**src/i2p_pkg.sv**
```systemverilog
// Shared types and constants of the infix to postfix converter.
`default_nettype none
package i2p_pkg;

  localparam int CODE_WIDTH = 16;
  localparam int STACK_DEPTH = 16;
  localparam int STACK_IDX_W = $clog2(STACK_DEPTH);
  localparam int STACK_CNT_W = $clog2(STACK_DEPTH + 1);
  localparam int PREC_W = 4;

  localparam int INQ_DEPTH = 2;
  localparam int INQ_PTR_W = $clog2(INQ_DEPTH);
  localparam int INQ_CNT_W = $clog2(INQ_DEPTH + 1);

  localparam int OUTQ_DEPTH = 4;
  localparam int OUTQ_PTR_W = $clog2(OUTQ_DEPTH);
  localparam int OUTQ_CNT_W = $clog2(OUTQ_DEPTH + 1);

  // Input token kinds.
  localparam logic [1:0] KIND_OPERAND = 2'd0;
  localparam logic [1:0] KIND_OPERATOR = 2'd1;
  localparam logic [1:0] KIND_LPAREN = 2'd2;
  localparam logic [1:0] KIND_RPAREN = 2'd3;

  // Result kinds.
  localparam logic [1:0] OUT_OPERAND = 2'd0;
  localparam logic [1:0] OUT_OPERATOR = 2'd1;
  localparam logic [1:0] OUT_END = 2'd2;
  localparam logic [1:0] OUT_ERROR = 2'd3;

  // Error codes.
  localparam logic [1:0] ERR_NONE = 2'd0;
  localparam logic [1:0] ERR_OVERFLOW = 2'd1;
  localparam logic [1:0] ERR_UNMATCHED = 2'd2;

  typedef enum logic [2:0] {
    CMD_OPERAND,
    CMD_OPERATOR,
    CMD_LPAREN,
    CMD_RPAREN,
    CMD_FLUSH
  } cmd_t;

  typedef struct packed {
    logic                  op;
    logic [1:0]            token_kind;
    logic [CODE_WIDTH-1:0] token_code;
    logic [PREC_W-1:0]     precedence;
    logic                  right_assoc;
  } in_item_t;

  typedef struct packed {
    logic [1:0]            out_kind;
    logic [CODE_WIDTH-1:0] out_code;
    logic [1:0]            error_code;
    logic                  last;
  } out_item_t;

  typedef struct packed {
    cmd_t                  cmd;
    logic [CODE_WIDTH-1:0] code;
    logic [PREC_W-1:0]     prec;
    logic                  rassoc;
  } work_t;

  typedef struct packed {
    logic [CODE_WIDTH-1:0] code;
    logic [PREC_W-1:0]     prec;
    logic                  rassoc;
    logic                  paren;
  } stack_entry_t;

endpackage
`default_nettype wire

```
**src/infix_to_postfix_converter.sv**
```systemverilog
// Top level of the infix to postfix (shunting-yard) converter.
//
// Usage: tokens enter as requests on a queue-style port; a request is taken
// at a rising edge where push is high and full is low. Results leave through
// a second queue-style port: the oldest result sits on result while empty is
// low and is taken at an edge where pop is high and empty is low. A request
// may produce zero to seventeen results; the final one carries last.
// A request waits in a two-entry front queue, then the engine works on it in
// stack steps: a single step for an operand, a push or an error, plus one
// step per popped stack entry (a flush of n entries takes n + 1 steps).
// Since each operator is pushed and popped once, a stream averages under
// two steps per request. With an idle engine a result passes from the front
// queue through one engine step into the hold register pend and from there
// into the result queue; a result not yet known to be final waits in the
// hold register for the next step.
// A four-entry result queue decouples the engine from the receiver: while
// the receiver stalls the engine keeps working until that queue fills, and
// the front queue keeps taking requests until it too is full.
// Reset (rst, synchronous) empties both queues and the operator stack.
`default_nettype none
module infix_to_postfix_converter
  import i2p_pkg::*;
(
  input  wire logic      clk,
  input  wire logic      rst,
  input  wire logic      push,
  output logic           full,
  input  wire in_item_t  item,
  output logic           empty,
  input  wire logic      pop,
  output out_item_t      result
);

  // Classified requests flowing from the front end to the engine.
  logic      head_valid;
  work_t     head;
  logic      head_pop;

  // Results flowing from the engine into the result queue.
  logic      outq_full;
  logic      outq_push;
  out_item_t outq_data;

  i2p_front u_front (
    .clk        (clk),
    .rst        (rst),
    .push       (push),
    .full       (full),
    .item       (item),
    .head_valid (head_valid),
    .head       (head),
    .head_pop   (head_pop)
  );

  // Holds the operator stack; one stack step per cycle unless outq is full.
  i2p_engine u_engine (
    .clk        (clk),
    .rst        (rst),
    .head_valid (head_valid),
    .head       (head),
    .head_pop   (head_pop),
    .outq_full  (outq_full),
    .outq_push  (outq_push),
    .outq_data  (outq_data)
  );

  i2p_outq u_outq (
    .clk     (clk),
    .rst     (rst),
    .wr_en   (outq_push),
    .wr_data (outq_data),
    .full    (outq_full),
    .empty   (empty),
    .pop     (pop),
    .result  (result)
  );

endmodule
`default_nettype wire

```
**src/i2p_front.sv**
```systemverilog
// Front end: classifies incoming requests and queues them for the engine.
`default_nettype none
module i2p_front
  import i2p_pkg::*;
(
  input  wire logic     clk,
  input  wire logic     rst,
  input  wire logic     push,
  output logic          full,
  input  wire in_item_t item,
  output logic          head_valid,
  output work_t         head,
  input  wire logic     head_pop
);

  work_t                mem [INQ_DEPTH];
  logic [INQ_PTR_W-1:0] wr_ptr;
  logic [INQ_PTR_W-1:0] rd_ptr;
  logic [INQ_CNT_W-1:0] count;
  work_t                classified;
  logic                 wr_en;
  logic                 rd_en;

  always_comb begin
    classified.code = item.token_code;
    classified.prec = item.precedence;
    classified.rassoc = item.right_assoc;
    if (item.op) begin
      classified.cmd = CMD_FLUSH;
    end else begin
      unique case (item.token_kind)
        KIND_OPERAND:  classified.cmd = CMD_OPERAND;
        KIND_OPERATOR: classified.cmd = CMD_OPERATOR;
        KIND_LPAREN:   classified.cmd = CMD_LPAREN;
        default:       classified.cmd = CMD_RPAREN;
      endcase
    end
  end

  assign full = (count == INQ_CNT_W'(INQ_DEPTH));
  assign head_valid = (count != '0);
  assign head = mem[rd_ptr];
  assign wr_en = push && !full;
  assign rd_en = head_pop && head_valid;

  always_ff @(posedge clk) begin
    if (wr_en) begin
      mem[wr_ptr] <= classified;
    end
  end

  always_ff @(posedge clk) begin
    if (rst) begin
      wr_ptr <= '0;
      rd_ptr <= '0;
      count <= '0;
    end else begin
      if (wr_en) begin
        wr_ptr <= wr_ptr + INQ_PTR_W'(1);
      end
      if (rd_en) begin
        rd_ptr <= rd_ptr + INQ_PTR_W'(1);
      end
      if (wr_en && !rd_en) begin
        count <= count + INQ_CNT_W'(1);
      end else if (!wr_en && rd_en) begin
        count <= count - INQ_CNT_W'(1);
      end
    end
  end

endmodule
`default_nettype wire

```
**src/i2p_engine.sv**
```systemverilog
// Back end: operator stack and the step sequencer that emits postfix results.
`default_nettype none
module i2p_engine
  import i2p_pkg::*;
(
  input  wire logic  clk,
  input  wire logic  rst,
  input  wire logic  head_valid,
  input  wire work_t head,
  output logic       head_pop,
  input  wire logic  outq_full,
  output logic       outq_push,
  output out_item_t  outq_data
);

  stack_entry_t           stack_mem [STACK_DEPTH];
  logic [STACK_CNT_W-1:0] count;
  out_item_t              pend;
  logic                   pend_valid;

  stack_entry_t           top;
  logic                   have;
  logic                   is_full;
  logic                   run;
  logic                   emit;
  logic                   done;
  logic                   do_push;
  logic                   do_pop;
  out_item_t              emit_data;
  logic                   binds;

  assign top = stack_mem[STACK_IDX_W'(count - STACK_CNT_W'(1))];
  assign have = (count != '0);
  assign is_full = (count == STACK_CNT_W'(STACK_DEPTH));
  assign run = head_valid && !outq_full;
  assign binds = (top.prec > head.prec) || ((top.prec == head.prec) && !head.rassoc);

  always_comb begin
    emit = 1'b0;
    done = 1'b0;
    do_push = 1'b0;
    do_pop = 1'b0;
    emit_data = '0;
    unique case (head.cmd)
      CMD_OPERAND: begin
        emit = 1'b1;
        emit_data.out_kind = OUT_OPERAND;
        emit_data.out_code = head.code;
        done = 1'b1;
      end
      CMD_FLUSH: begin
        if (have) begin
          do_pop = 1'b1;
          if (!top.paren) begin
            emit = 1'b1;
            emit_data.out_kind = OUT_OPERATOR;
            emit_data.out_code = top.code;
          end
        end else begin
          emit = 1'b1;
          emit_data.out_kind = OUT_END;
          done = 1'b1;
        end
      end
      CMD_OPERATOR, CMD_LPAREN: begin
        if ((head.cmd == CMD_OPERATOR) && have && !top.paren && binds) begin
          do_pop = 1'b1;
          emit = 1'b1;
          emit_data.out_kind = OUT_OPERATOR;
          emit_data.out_code = top.code;
        end else if (is_full) begin
          emit = 1'b1;
          emit_data.out_kind = OUT_ERROR;
          emit_data.error_code = ERR_OVERFLOW;
          done = 1'b1;
        end else begin
          do_push = 1'b1;
          done = 1'b1;
        end
      end
      CMD_RPAREN: begin
        if (have) begin
          do_pop = 1'b1;
          if (top.paren) begin
            done = 1'b1;
          end else begin
            emit = 1'b1;
            emit_data.out_kind = OUT_OPERATOR;
            emit_data.out_code = top.code;
          end
        end else begin
          emit = 1'b1;
          emit_data.out_kind = OUT_ERROR;
          emit_data.error_code = ERR_UNMATCHED;
          done = 1'b1;
        end
      end
      default: done = 1'b1;
    endcase
    emit_data.last = done;
  end

  // The newest result waits in pend until the next step shows whether it
  // closes its item; a held result that is already final drains on its own.
  always_comb begin
    outq_push = pend_valid && !outq_full &&
                ((run && (emit || done)) || pend.last);
    outq_data = pend;
    if (run && done && !emit) begin
      outq_data.last = 1'b1;
    end
  end

  assign head_pop = run && done;

  always_ff @(posedge clk) begin
    if (run && emit) begin
      pend <= emit_data;
    end
    if (run && do_push) begin
      stack_mem[STACK_IDX_W'(count)] <= '{code:   head.code,
                                          prec:   head.prec,
                                          rassoc: head.rassoc,
                                          paren:  (head.cmd == CMD_LPAREN)};
    end
  end

  always_ff @(posedge clk) begin
    if (rst) begin
      count <= '0;
      pend_valid <= 1'b0;
    end else begin
      if (run && do_push) begin
        count <= count + STACK_CNT_W'(1);
      end else if (run && do_pop) begin
        count <= count - STACK_CNT_W'(1);
      end
      if (run && emit) begin
        pend_valid <= 1'b1;
      end else if (outq_push) begin
        pend_valid <= 1'b0;
      end
    end
  end

endmodule
`default_nettype wire

```
**src/i2p_outq.sv**
```systemverilog
// Result queue between the engine and the result port.
`default_nettype none
module i2p_outq
  import i2p_pkg::*;
(
  input  wire logic      clk,
  input  wire logic      rst,
  input  wire logic      wr_en,
  input  wire out_item_t wr_data,
  output logic           full,
  output logic           empty,
  input  wire logic      pop,
  output out_item_t      result
);

  out_item_t             mem [OUTQ_DEPTH];
  logic [OUTQ_PTR_W-1:0] wr_ptr;
  logic [OUTQ_PTR_W-1:0] rd_ptr;
  logic [OUTQ_CNT_W-1:0] count;
  logic                  do_wr;
  logic                  do_rd;

  assign full = (count == OUTQ_CNT_W'(OUTQ_DEPTH));
  assign empty = (count == '0);
  assign result = mem[rd_ptr];
  assign do_wr = wr_en && !full;
  assign do_rd = pop && !empty;

  always_ff @(posedge clk) begin
    if (do_wr) begin
      mem[wr_ptr] <= wr_data;
    end
  end

  always_ff @(posedge clk) begin
    if (rst) begin
      wr_ptr <= '0;
      rd_ptr <= '0;
      count <= '0;
    end else begin
      if (do_wr) begin
        wr_ptr <= wr_ptr + OUTQ_PTR_W'(1);
      end
      if (do_rd) begin
        rd_ptr <= rd_ptr + OUTQ_PTR_W'(1);
      end
      if (do_wr && !do_rd) begin
        count <= count + OUTQ_CNT_W'(1);
      end else if (!do_wr && do_rd) begin
        count <= count - OUTQ_CNT_W'(1);
      end
    end
  end

endmodule
`default_nettype wire
```
**config.mk**
```make
export PLATFORM = sky130hd
export DESIGN_NAME = infix_to_postfix_converter
export DESIGN_NICKNAME = d
export VERILOG_FILES = /design/src/i2p_pkg.sv /design/src/infix_to_postfix_converter.sv /design/src/i2p_front.sv /design/src/i2p_engine.sv /design/src/i2p_outq.sv
export SDC_FILE = /design/constraint.sdc
export NUM_CORES = 1
export LEC_CHECK = 0
export ABC_AREA = 1
export ABC_CLOCK_PERIOD_IN_PS = 5880
export BUFFER_PORTS_ARGS = -buffer_cell sky130_fd_sc_hd__buf_4
export CORE_UTILIZATION = 55
export DETAILED_ROUTE_END_ITERATION = 6
export PLACE_DENSITY = 0.72
export SYNTH_ARGS = -nofsm -noshare
export SYNTH_HDL_FRONTEND = slang
export SYNTH_SLANG_ARGS = --single-unit
```
**constraint.sdc**
```tcl
create_clock -name clk -period 5.88 [get_ports clk]
set_clock_uncertainty 0.1 [all_clocks]
set_input_delay 1.176 -clock clk [delete_from_list [all_inputs] [get_ports clk]]
set_output_delay 1.176 -clock clk [all_outputs]
set_load 0.02 [all_outputs]
```
==> results of run 1 <==
## sequential cells by signal, indices dropped and copies added (netlist names), 2 cells and up, named ones only
signal	cells
u_outq.wr_ptr	2
u_front.mem	48
u_outq.count	3
u_engine.outq_data	20
u_engine.count	5
u_outq.mem	84
u_outq.rd_ptr	2
u_front.count	2
u_engine.stack_mem	336
## metal layers
metal  share of wire  vias up  global-route usage
met2            0.47      642               0.402
li1                -     5801                   -
met3           0.097      116              0.0432
met5         0.00030        -                   0
met4           0.035        2               0.109
met1            0.40     6409               0.346
## cell usage after synthesis, drive strengths merged
master  number
edfxtp     489
nor2       279
o21ai      276
nand2       99
clkbuf      72
inv         71
a21oi       52
o221ai      35
nand3       29
o22ai       29
buf         20
dfxtp       20
mux2        17
nor3        17
a21o        15
ha          15
xor2         5
a221oi       4
a22oi        4
nand4        3
o211ai       2
or2          2
xnor2        2
clkinv       1
fa           1
nand3b       1
o21a         1
o21bai       1
## worst paths after layout
path,from,end,slack [ns]
worst max-delay path,u_engine.count[2],u_outq.count[2],0.78
worst min-delay path,u_engine.pend_valid,u_engine.pend_valid,0.38
worst max register to register,u_engine.count[2],u_outq.count[2],0.78
worst min register to register,u_engine.pend_valid,u_engine.pend_valid,0.38
## cell usage in the layout, fill, tap and decap left out, types with 4 or more instances in the layout
cell	instances
clkbuf_1	4
o21ai_0	270
nor2_2	8
buf_4	87
nor3_2	13
mux2_2	17
a221oi_1	4
nor2_1	270
nand3_1	27
clkinv_2	15
bufinv_16	8
dfxtp_1	19
a21oi_1	52
buf_12	5
a22oi_1	4
edfxtp_1	489
xor2_1	4
ha_1	14
clkinv_1	11
nand2_2	4
nand2_1	92
o221ai_1	35
inv_1	69
a21o_1	15
o22ai_1	29
clkbuf_16	50
## power by group through the flow
stage | registers [mW] | clock network [mW] | logic (mW)
final | 4.70 | 3.25 | 3.81
after global routing | 4.72 | 3.42 | 4.16
after CTS | 4.70 | 3.29 | 3.77
after detailed placement | 4.77 | 0 | 3.72
after global placement | 4.76 | 0 | 3.65
after floorplan | 4.72 | 0 | 2.49
## through the flow
| step | cells | TNS (ns) |
|---|---|---|
| after detailed placement | 2030 | 0 |
| final | 2124 | 0 |
| after global placement | 2030 | 0 |
| after global routing | 2124 | 0 |
| after floorplan | 1562 | -10.46 |
| after CTS | 2124 | 0 |
## cell type report
cell class / count / area [µm²]
repair buffers: 92 / 753
fillers: 2656 / 13400
well taps: 468 / 586
inverters: 72 / 273
multi-input cells: 889 / 4700
flip-flops and latches: 509 / 15100
clock buffers: 54 / 1270
clock inverters: 40 / 414
## worst min-delay path, cell delays in order (launching register included)
cell and delay, ns:
dfxtp_1 0.31, nand2_1 0.07, a21oi_1 0.05
## cell families after synthesis
logic type / share of synthesized area
buf+inv: 0.0330
flops: 0.742
xor+xnor: 0.00301
mux: 0.00941
compound gates: 0.116
simple gates: 0.0869
fa+ha+maj: 0.0102
==> results.toml, run 1 <==
[synth]
synth_nets = 1606
synth-warning-count = 0
ys_types = 43
yosysSeqAreaShare = 0.742
synth.area.top_cells = "edfxtp_1, o21ai_0, nor2_1, dfxtp_1, nand2_1"
synth_area_um2 = 20300
synth_top_area_cell = "edfxtp_1"
synth_cells = 1562
syn_avg_cell_area_um2 = 13.0
yosys.area.top_type_share = 0.722
synth_seq_cells = 509

[clock_network]
cts_tree = "done"
clkLatencyLatePin_ns = 0.59
holdBufCountCts = 0
cts_made_buffers = 50
h-tree-depth = 2
cts_setup_buffers = 0
path_clk_slew_ns = 0.06
cts_root_buffer = "clkbuf_16"
cts_num_sinks = 509
clock_path_buffers = 3
cts-resized-gates = 0

[critical_path]
cpMaxStageDelayCell = "dfxtp_1"
endpoint_kind = "flop"
critPathMaxFanout = 10
max_stage_delay_ns = 0.70
start_kind = "flop"
timing.critical_path.buf_inv = 7
cp.depth = 29
critPathRequiredTime_ns = 6.28
crit_type = "reg -> reg"
rr_worst_depth = 29
arrival_ns = 5.50
cpLargestDelayFamily = "simple AND/OR/NAND/NOR gates"

[floorplan]
rows = 70
core-area_um2 = 36500
ioPinCount = 51
die_h_um = 194
die_area_um2 = 37800
initial_core_util = 0.557
die_w_um = 194

[global_routing]
grt.overflow.total = 0
grt_usage = 0.253
grt_max_degree = 103
antenna_found_initial = 2
grt_pass1_vias = 12600
grt_pass1_wl_um = 71800

[power]
p_per_area_nw_per_um2 = 509
vdd_drop_max_mv = 0.360
intPower_mw = 7.55
seqPwrFrac = 0.400
p_leak_nw = 8.08
power_switching_mw = 4.20
p_comb_frac = 0.324
power_mw = 11.8
clock_power_share = 0.276
sw_frac_of_total = 0.357

[final_layout]
insertedDiodeCount = 0
nets = 1658
area_delta_synth_final_pct = 13.5
drive_above_1_share = 0.141
final_cell_area_um2 = 23100
final_util = 0.632

[sta]
fmax_ghz = 0.196
rsz0062_at_grt = "false"
slew_violations = 0
finalHoldViolations = 0
relSlewSlack = 0.219
timing.hold.ws_ns = 0.376
setup_viol = 0
worst_slew_pin_slew_ns = 1.17
min_period_ns = 5.10
finalCritPeriodShare = 0.867
fin_ws_ns = 0.780

[route]
drtPass1Iterations = 7
via_per_inst = 6.11
finalWirelength_um = 47100
wl_per_cell_um = 22.2
via_count = 13000
antenna_left = 0
drtIter0Drc = 1364
route.detailed.drc = 0

[placed_design]
dp_hpwl_um = 26400
placed_cell_area_um2 = 21400
portBuffers = 50
dp_slack_ns = 1.03
place_congestion = 0.838

[worst_hold_path]
min_path_type = "reg -> reg"
whs_path_depth = 2

[status]
outcome = "finished, final reports clean"

[flow_run]
drv_cap = 0
No activity file was read; power rests on OpenSTA's default activity.
==> run 2: changes to the inputs <==
--- a/config.mk
+++ b/config.mk
@@ -10,7 +10,7 @@
 export BUFFER_PORTS_ARGS = -buffer_cell sky130_fd_sc_hd__buf_4
 export CORE_UTILIZATION = 55
 export DETAILED_ROUTE_END_ITERATION = 6
-export PLACE_DENSITY = 0.72
+export PLACE_DENSITY = 0.86
 export SYNTH_ARGS = -nofsm -noshare
 export SYNTH_HDL_FRONTEND = slang
 export SYNTH_SLANG_ARGS = --single-unit
==> run 2 against run 1 <==
Effect of this change: die area unchanged; critical endpoint unchanged; critical path depth unchanged; non-clock buffer count unchanged; first-iteration DRC count up 39%; combinational power about the same; wire length down 1.2%; sequential power about the same; worst setup slack worse by 0.044 ns; final area down 0.96%; register-to-register slack worse by 0.04 ns.
==> results.toml, run 2 (synthesis results as in run 1) <==
[final_layout]
largest_reg_flops = 336
final_cell_area_um2 = 22900
multiInputGateArea_um2 = 4690
nets = 1656
top_register = "u_engine.stack_mem"
final_util = 0.626
register_area_um2 = 15100
fillers = 2472
layout_common_cells = "edfxtp_1, nor2_1, o21ai_0"
reg_top3 = "u_engine.stack_mem x336, u_outq.mem x84, u_front.mem x48"
final_common_cell = "edfxtp_1"
drive_above_1_share = 0.132
area_delta_synth_final_pct = 12.4

[floorplan]
ioPinCount = 51
die_area_um2 = 37800
die_h_um = 194
core-area_um2 = 36500
initial_core_util = 0.557
die_w_um = 194
rows = 70

[power]
p_comb_frac = 0.330
vdd_drop_max_mv = 0.319
seqPwrFrac = 0.411
clock_power_share = 0.259
p_leak_nw = 7.98
p_per_area_nw_per_um2 = 502
intPower_mw = 7.33
power_switching_mw = 4.14
sw_frac_of_total = 0.361

[clock_network]
clkLatencyLatePin_ns = 0.57
cts-resized-gates = 0
holdBufCountCts = 0
cts_tree = "done"
cts_num_sinks = 509
clock_path_buffers = 3
h-tree-depth = 2
cts_root_buffer = "clkbuf_16"
path_clk_slew_ns = 0.07
cts_setup_buffers = 0
cts_made_buffers = 48

[status]
outcome = "finished, final reports clean"

[critical_path]
crit_top_cell = "inv_1"
critPathRequiredTime_ns = 6.26
cpMaxStageDelayCell = "ha_2"
endpoint_kind = "flop"
rr_worst_depth = 29
rr_startpoint = "u_engine.count[1]"
max_stage_delay_ns = 0.70
r2r_end = "u_outq.count[2]"
arrival_ns = 5.52
regToRegSetupSlack_ns = 0.74
critPathMaxFanout = 32
crit_type = "reg -> reg"
start_kind = "flop"

[worst_hold_path]
whs_path_depth = 2
worstHoldEndpoint = "u_front.rd_ptr"
min_path_type = "reg -> reg"
hp-start = "u_front.rd_ptr"

[sta]
min_period_ns = 5.14
finalCritPeriodShare = 0.875
slew_violations = 0
rsz0062_at_grt = "false"
setup_viol = 0
relSlewSlack = 0.218
finalHoldViolations = 0
fmax_ghz = 0.194
worst_slew_pin_slew_ns = 1.17

[route]
finalWirelength_um = 46600
antenna_left = 0
via_count = 13200
drtPass1Iterations = 6
wl_per_cell_um = 22.0
drtIter0Drc = 1890
via_per_inst = 6.23
route.detailed.drc = 0

[global_routing]
grt_pass1_vias = 13000
grt_pass1_wl_um = 71800
antenna_found_initial = 1
grt_usage = 0.247
grt_max_degree = 107
grt.overflow.total = 0

[placed_design]
portBuffers = 50
placed_cell_area_um2 = 21400
dp_hpwl_um = 26700
place_congestion = 0.892

[flow_run]
drv_cap = 0
[run 2: worst max path at each step]
| stage | start | end | slack (ns) |
|---|---|---|---|
| CTS | u_engine.count[1] | u_outq.count[2] | 0.76 |
| global route | u_engine.count[1] | u_outq.count[2] | 0.20 |
| finish | u_engine.count[1] | u_outq.count[2] | 0.74 |
| global placement | u_engine.count[1] | u_outq.count[2] | 0.98 |
| detailed placement | u_engine.count[1] | u_outq.count[2] | 0.79 |
| floorplan | u_engine.count[0] | u_engine.stack_mem[12][0] | -0.08 |
[run 2: per-stage QoR]
step                      total power [mW]  worst slack [ns]  cells  TNS [ns]  hold slack, ns
after floorplan                       7.21           -0.0831   1562    -10.46           0.333
after global placement                8.27             0.977   2030         0           0.349
after detailed placement              8.43             0.786   2030         0           0.361
after CTS                             11.4             0.759   2112         0           0.375
after global routing                  12.0             0.197   2112         0           0.405
final                                 11.5             0.736   2113         0           0.374
[run 2: routing by layer]
layer  GRT usage  routed length, µm
met5           0                  0
met4       0.102               1810
met3      0.0463               5410
met2       0.400              22000
met1       0.332              17400
[run 2: area by class of cell]
| class | count | share of cell area |
|---|---|---|
| flip-flops and latches | 509 | 0.660 |
| repair buffers | 92 | 0.0319 |
| multi-input cells | 889 | 0.205 |
| clock buffers | 58 | 0.0551 |
| diodes | 1 | 0.000109 |
| inverters | 72 | 0.0119 |
| clock inverters | 24 | 0.0101 |
| well taps | 468 | 0.0256 |
[run 2: critical path: cells and delay by family (launching register included)]
kind / cells / cell delay [ns]
and+or+nand+nor: 12 / 1.30
buffers and inverters: 7 / 0.84
adders and majority gates: 4 / 1.54
AOI/OAI and AO/OA: 6 / 0.91
DFF: 1 / 0.39
[run 2: power groups by stage]
stage,clock (mW),sequential (mW),combinational [mW]
after detailed placement,0,4.79,3.65
after CTS,2.99,4.71,3.71
after floorplan,0,4.72,2.49
after global placement,0,4.76,3.51
after global routing,3.12,4.74,4.09
final,2.97,4.72,3.78
==> run 3: changes to the inputs <==
--- a/config.mk
+++ b/config.mk
@@ -8,9 +8,9 @@
 export ABC_AREA = 1
 export ABC_CLOCK_PERIOD_IN_PS = 5880
 export BUFFER_PORTS_ARGS = -buffer_cell sky130_fd_sc_hd__buf_4
-export CORE_UTILIZATION = 55
+export CORE_UTILIZATION = 45
 export DETAILED_ROUTE_END_ITERATION = 6
-export PLACE_DENSITY = 0.86
+export PLACE_DENSITY = 0.75
 export SYNTH_ARGS = -nofsm -noshare
 export SYNTH_HDL_FRONTEND = slang
 export SYNTH_SLANG_ARGS = --single-unit
==> constraint.sdc (replaced) <==
create_clock -name clk -period 5.88 [get_ports clk]
set_clock_uncertainty 0.1 [all_clocks]
set_input_delay 0.588 -clock clk [delete_from_list [all_inputs] [get_ports clk]]
set_output_delay 0.588 -clock clk [all_outputs]
set_load 0.02 [all_outputs]
==> run 3 against run 2 <==
Effect of this change: the run now ends with design-rule violations left; register-to-register slack better by 0.15 ns; critical endpoint unchanged; combinational power down 2%; hold slack worse by 0.27 ns; critical path depth unchanged.
==> results.toml, run 3 (synthesis results as in run 1) <==
[power]
power_switching_mw = 4.11
seqPwrFrac = 0.410
p_per_area_nw_per_um2 = 498
vdd_drop_max_mv = 0.360
p_leak_nw = 8.02
intPower_mw = 7.39
clock_power_share = 0.267
p_comb_frac = 0.323
sw_frac_of_total = 0.357

[floorplan]
die_area_um2 = 46100
die_h_um = 215
die_w_um = 215
core-area_um2 = 44400
rows = 77
initial_core_util = 0.458
ioPinCount = 51

[route]
route.detailed.drc = 2
finalWirelength_um = 45900
antenna_left = 0
via_per_inst = 5.67
drtIter0Drc = 1539
via_count = 12700
wl_per_cell_um = 20.5
drtPass1Iterations = 7

[flow_run]
drv_cap = 0

[critical_path]
regToRegSetupSlack_ns = 0.88
start_kind = "flop"
rr_worst_depth = 29
critPathMaxFanout = 37
cpLargestDelayFamily = "adder cells"
cpMaxStageDelayCell = "ha_2"
crit_type = "reg -> reg"
cp.depth = 29
timing.critical_path.buf_inv = 7
rr_startpoint = "u_engine.count[1]"
endpoint_kind = "flop"
max_stage_delay_ns = 0.55
crit_top_cell = "inv_1"
critPathRequiredTime_ns = 6.27
arrival_ns = 5.39
r2r_end = "u_outq.count[2]"

[clock_network]
path_clk_slew_ns = 0.06
cts-resized-gates = 0
cts_made_buffers = 49
holdBufCountCts = 0
cts_tree = "done"
cts_root_buffer = "clkbuf_16"
cts_setup_buffers = 0
h-tree-depth = 2
cts_num_sinks = 509
clock_path_buffers = 3
clkLatencyLatePin_ns = 0.57

[final_layout]
final_cell_area_um2 = 23100
insertedDiodeCount = 0
largest_reg_flops = 336
nets = 1659
final_common_cell = "edfxtp_1"
layout_common_cells = "edfxtp_1, nor2_1, o21ai_0"
drive_above_1_share = 0.136
final_util = 0.520
top_register = "u_engine.stack_mem"
area_delta_synth_final_pct = 13.6
reg_top3 = "u_engine.stack_mem x336, u_outq.mem x84, u_front.mem x48"
fillers = 3617

[sta]
fmax_ghz = 0.200
fin_ws_ns = 0.882
relSlewSlack = 0.228
finalCritPeriodShare = 0.850
worst_slew_pin_slew_ns = 1.16
min_period_ns = 5.00
timing.hold.ws_ns = 0.102
setup_viol = 0
slew_violations = 0
finalHoldViolations = 0
rsz0062_at_grt = "false"

[global_routing]
grt_max_degree = 108
grt_pass1_vias = 12400
antenna_found_initial = 1
grt.overflow.total = 0
grt_usage = 0.200
grt_pass1_wl_um = 71400

[status]
outcome = "finished with violations"
violations = "design-rule violations"

[placed_design]
placed_cell_area_um2 = 21500
dp_slack_ns = 1.03
place_congestion = 0.867
portBuffers = 50
dp_hpwl_um = 26300

[worst_hold_path]
min_path_type = "in -> reg"
hp-start = "item[13]"
whs_path_depth = 1
worstHoldEndpoint = "u_front.mem[0][13]"
## run 3: final cells by class
| cell class | instances | area, µm² | share of cell area |
|---|---|---|---|
| timing repair buffer | 94 | 743 | 0.0322 |
| clock inverter | 27 | 270 | 0.0117 |
| clock buffer | 61 | 1280 | 0.0555 |
| inverter | 72 | 273 | 0.0118 |
| tap | 592 | 741 | 0.0321 |
| multi-input combinational | 889 | 4700 | 0.204 |
| sequential | 509 | 15100 | 0.653 |
## run 3: power groups by stage
| stage | Combinational [mW] | Clock, mW | Sequential, mW |
|---|---|---|---|
| after CTS | 3.66 | 3.11 | 4.71 |
| after global routing | 4.06 | 3.26 | 4.74 |
| after global placement | 3.55 | 0 | 4.77 |
| after detailed placement | 3.64 | 0 | 4.79 |
| final | 3.72 | 3.07 | 4.71 |
| after floorplan | 2.49 | 0 | 4.72 |
## run 3: worst max-delay path by stage
stage          slack (ns)                        end              start
2_1_floorplan       -0.08  u_engine.stack_mem[12][0]  u_engine.count[0]
3_3_place_gp         1.15            u_outq.count[2]  u_engine.count[1]
3_5_place_dp         1.03            u_outq.count[2]  u_engine.count[1]
4_1_cts              1.00            u_outq.count[2]  u_engine.count[1]
5_1_grt              0.38            u_outq.count[2]  u_engine.count[1]
6_report             0.88            u_outq.count[2]  u_engine.count[1]
## run 3: layer usage
| metal | part of all wire | up-vias | track usage |
|---|---|---|---|
| met5 | 0.00048 | - | 0 |
| met4 | 0.025 | 2 | 0.0581 |
| li1 | - | 5797 | - |
| met3 | 0.090 | 100 | 0.0393 |
| met1 | 0.42 | 6253 | 0.277 |
| met2 | 0.47 | 580 | 0.320 |
## run 3: per-stage QoR
step,cells,power (mW),setup TNS (ns)
after global routing,2244,12.1,0
after detailed placement,2156,8.43,0
final,2244,11.5,0
after CTS,2244,11.5,0
after global placement,2156,8.32,0
after floorplan,1562,7.21,-10.46
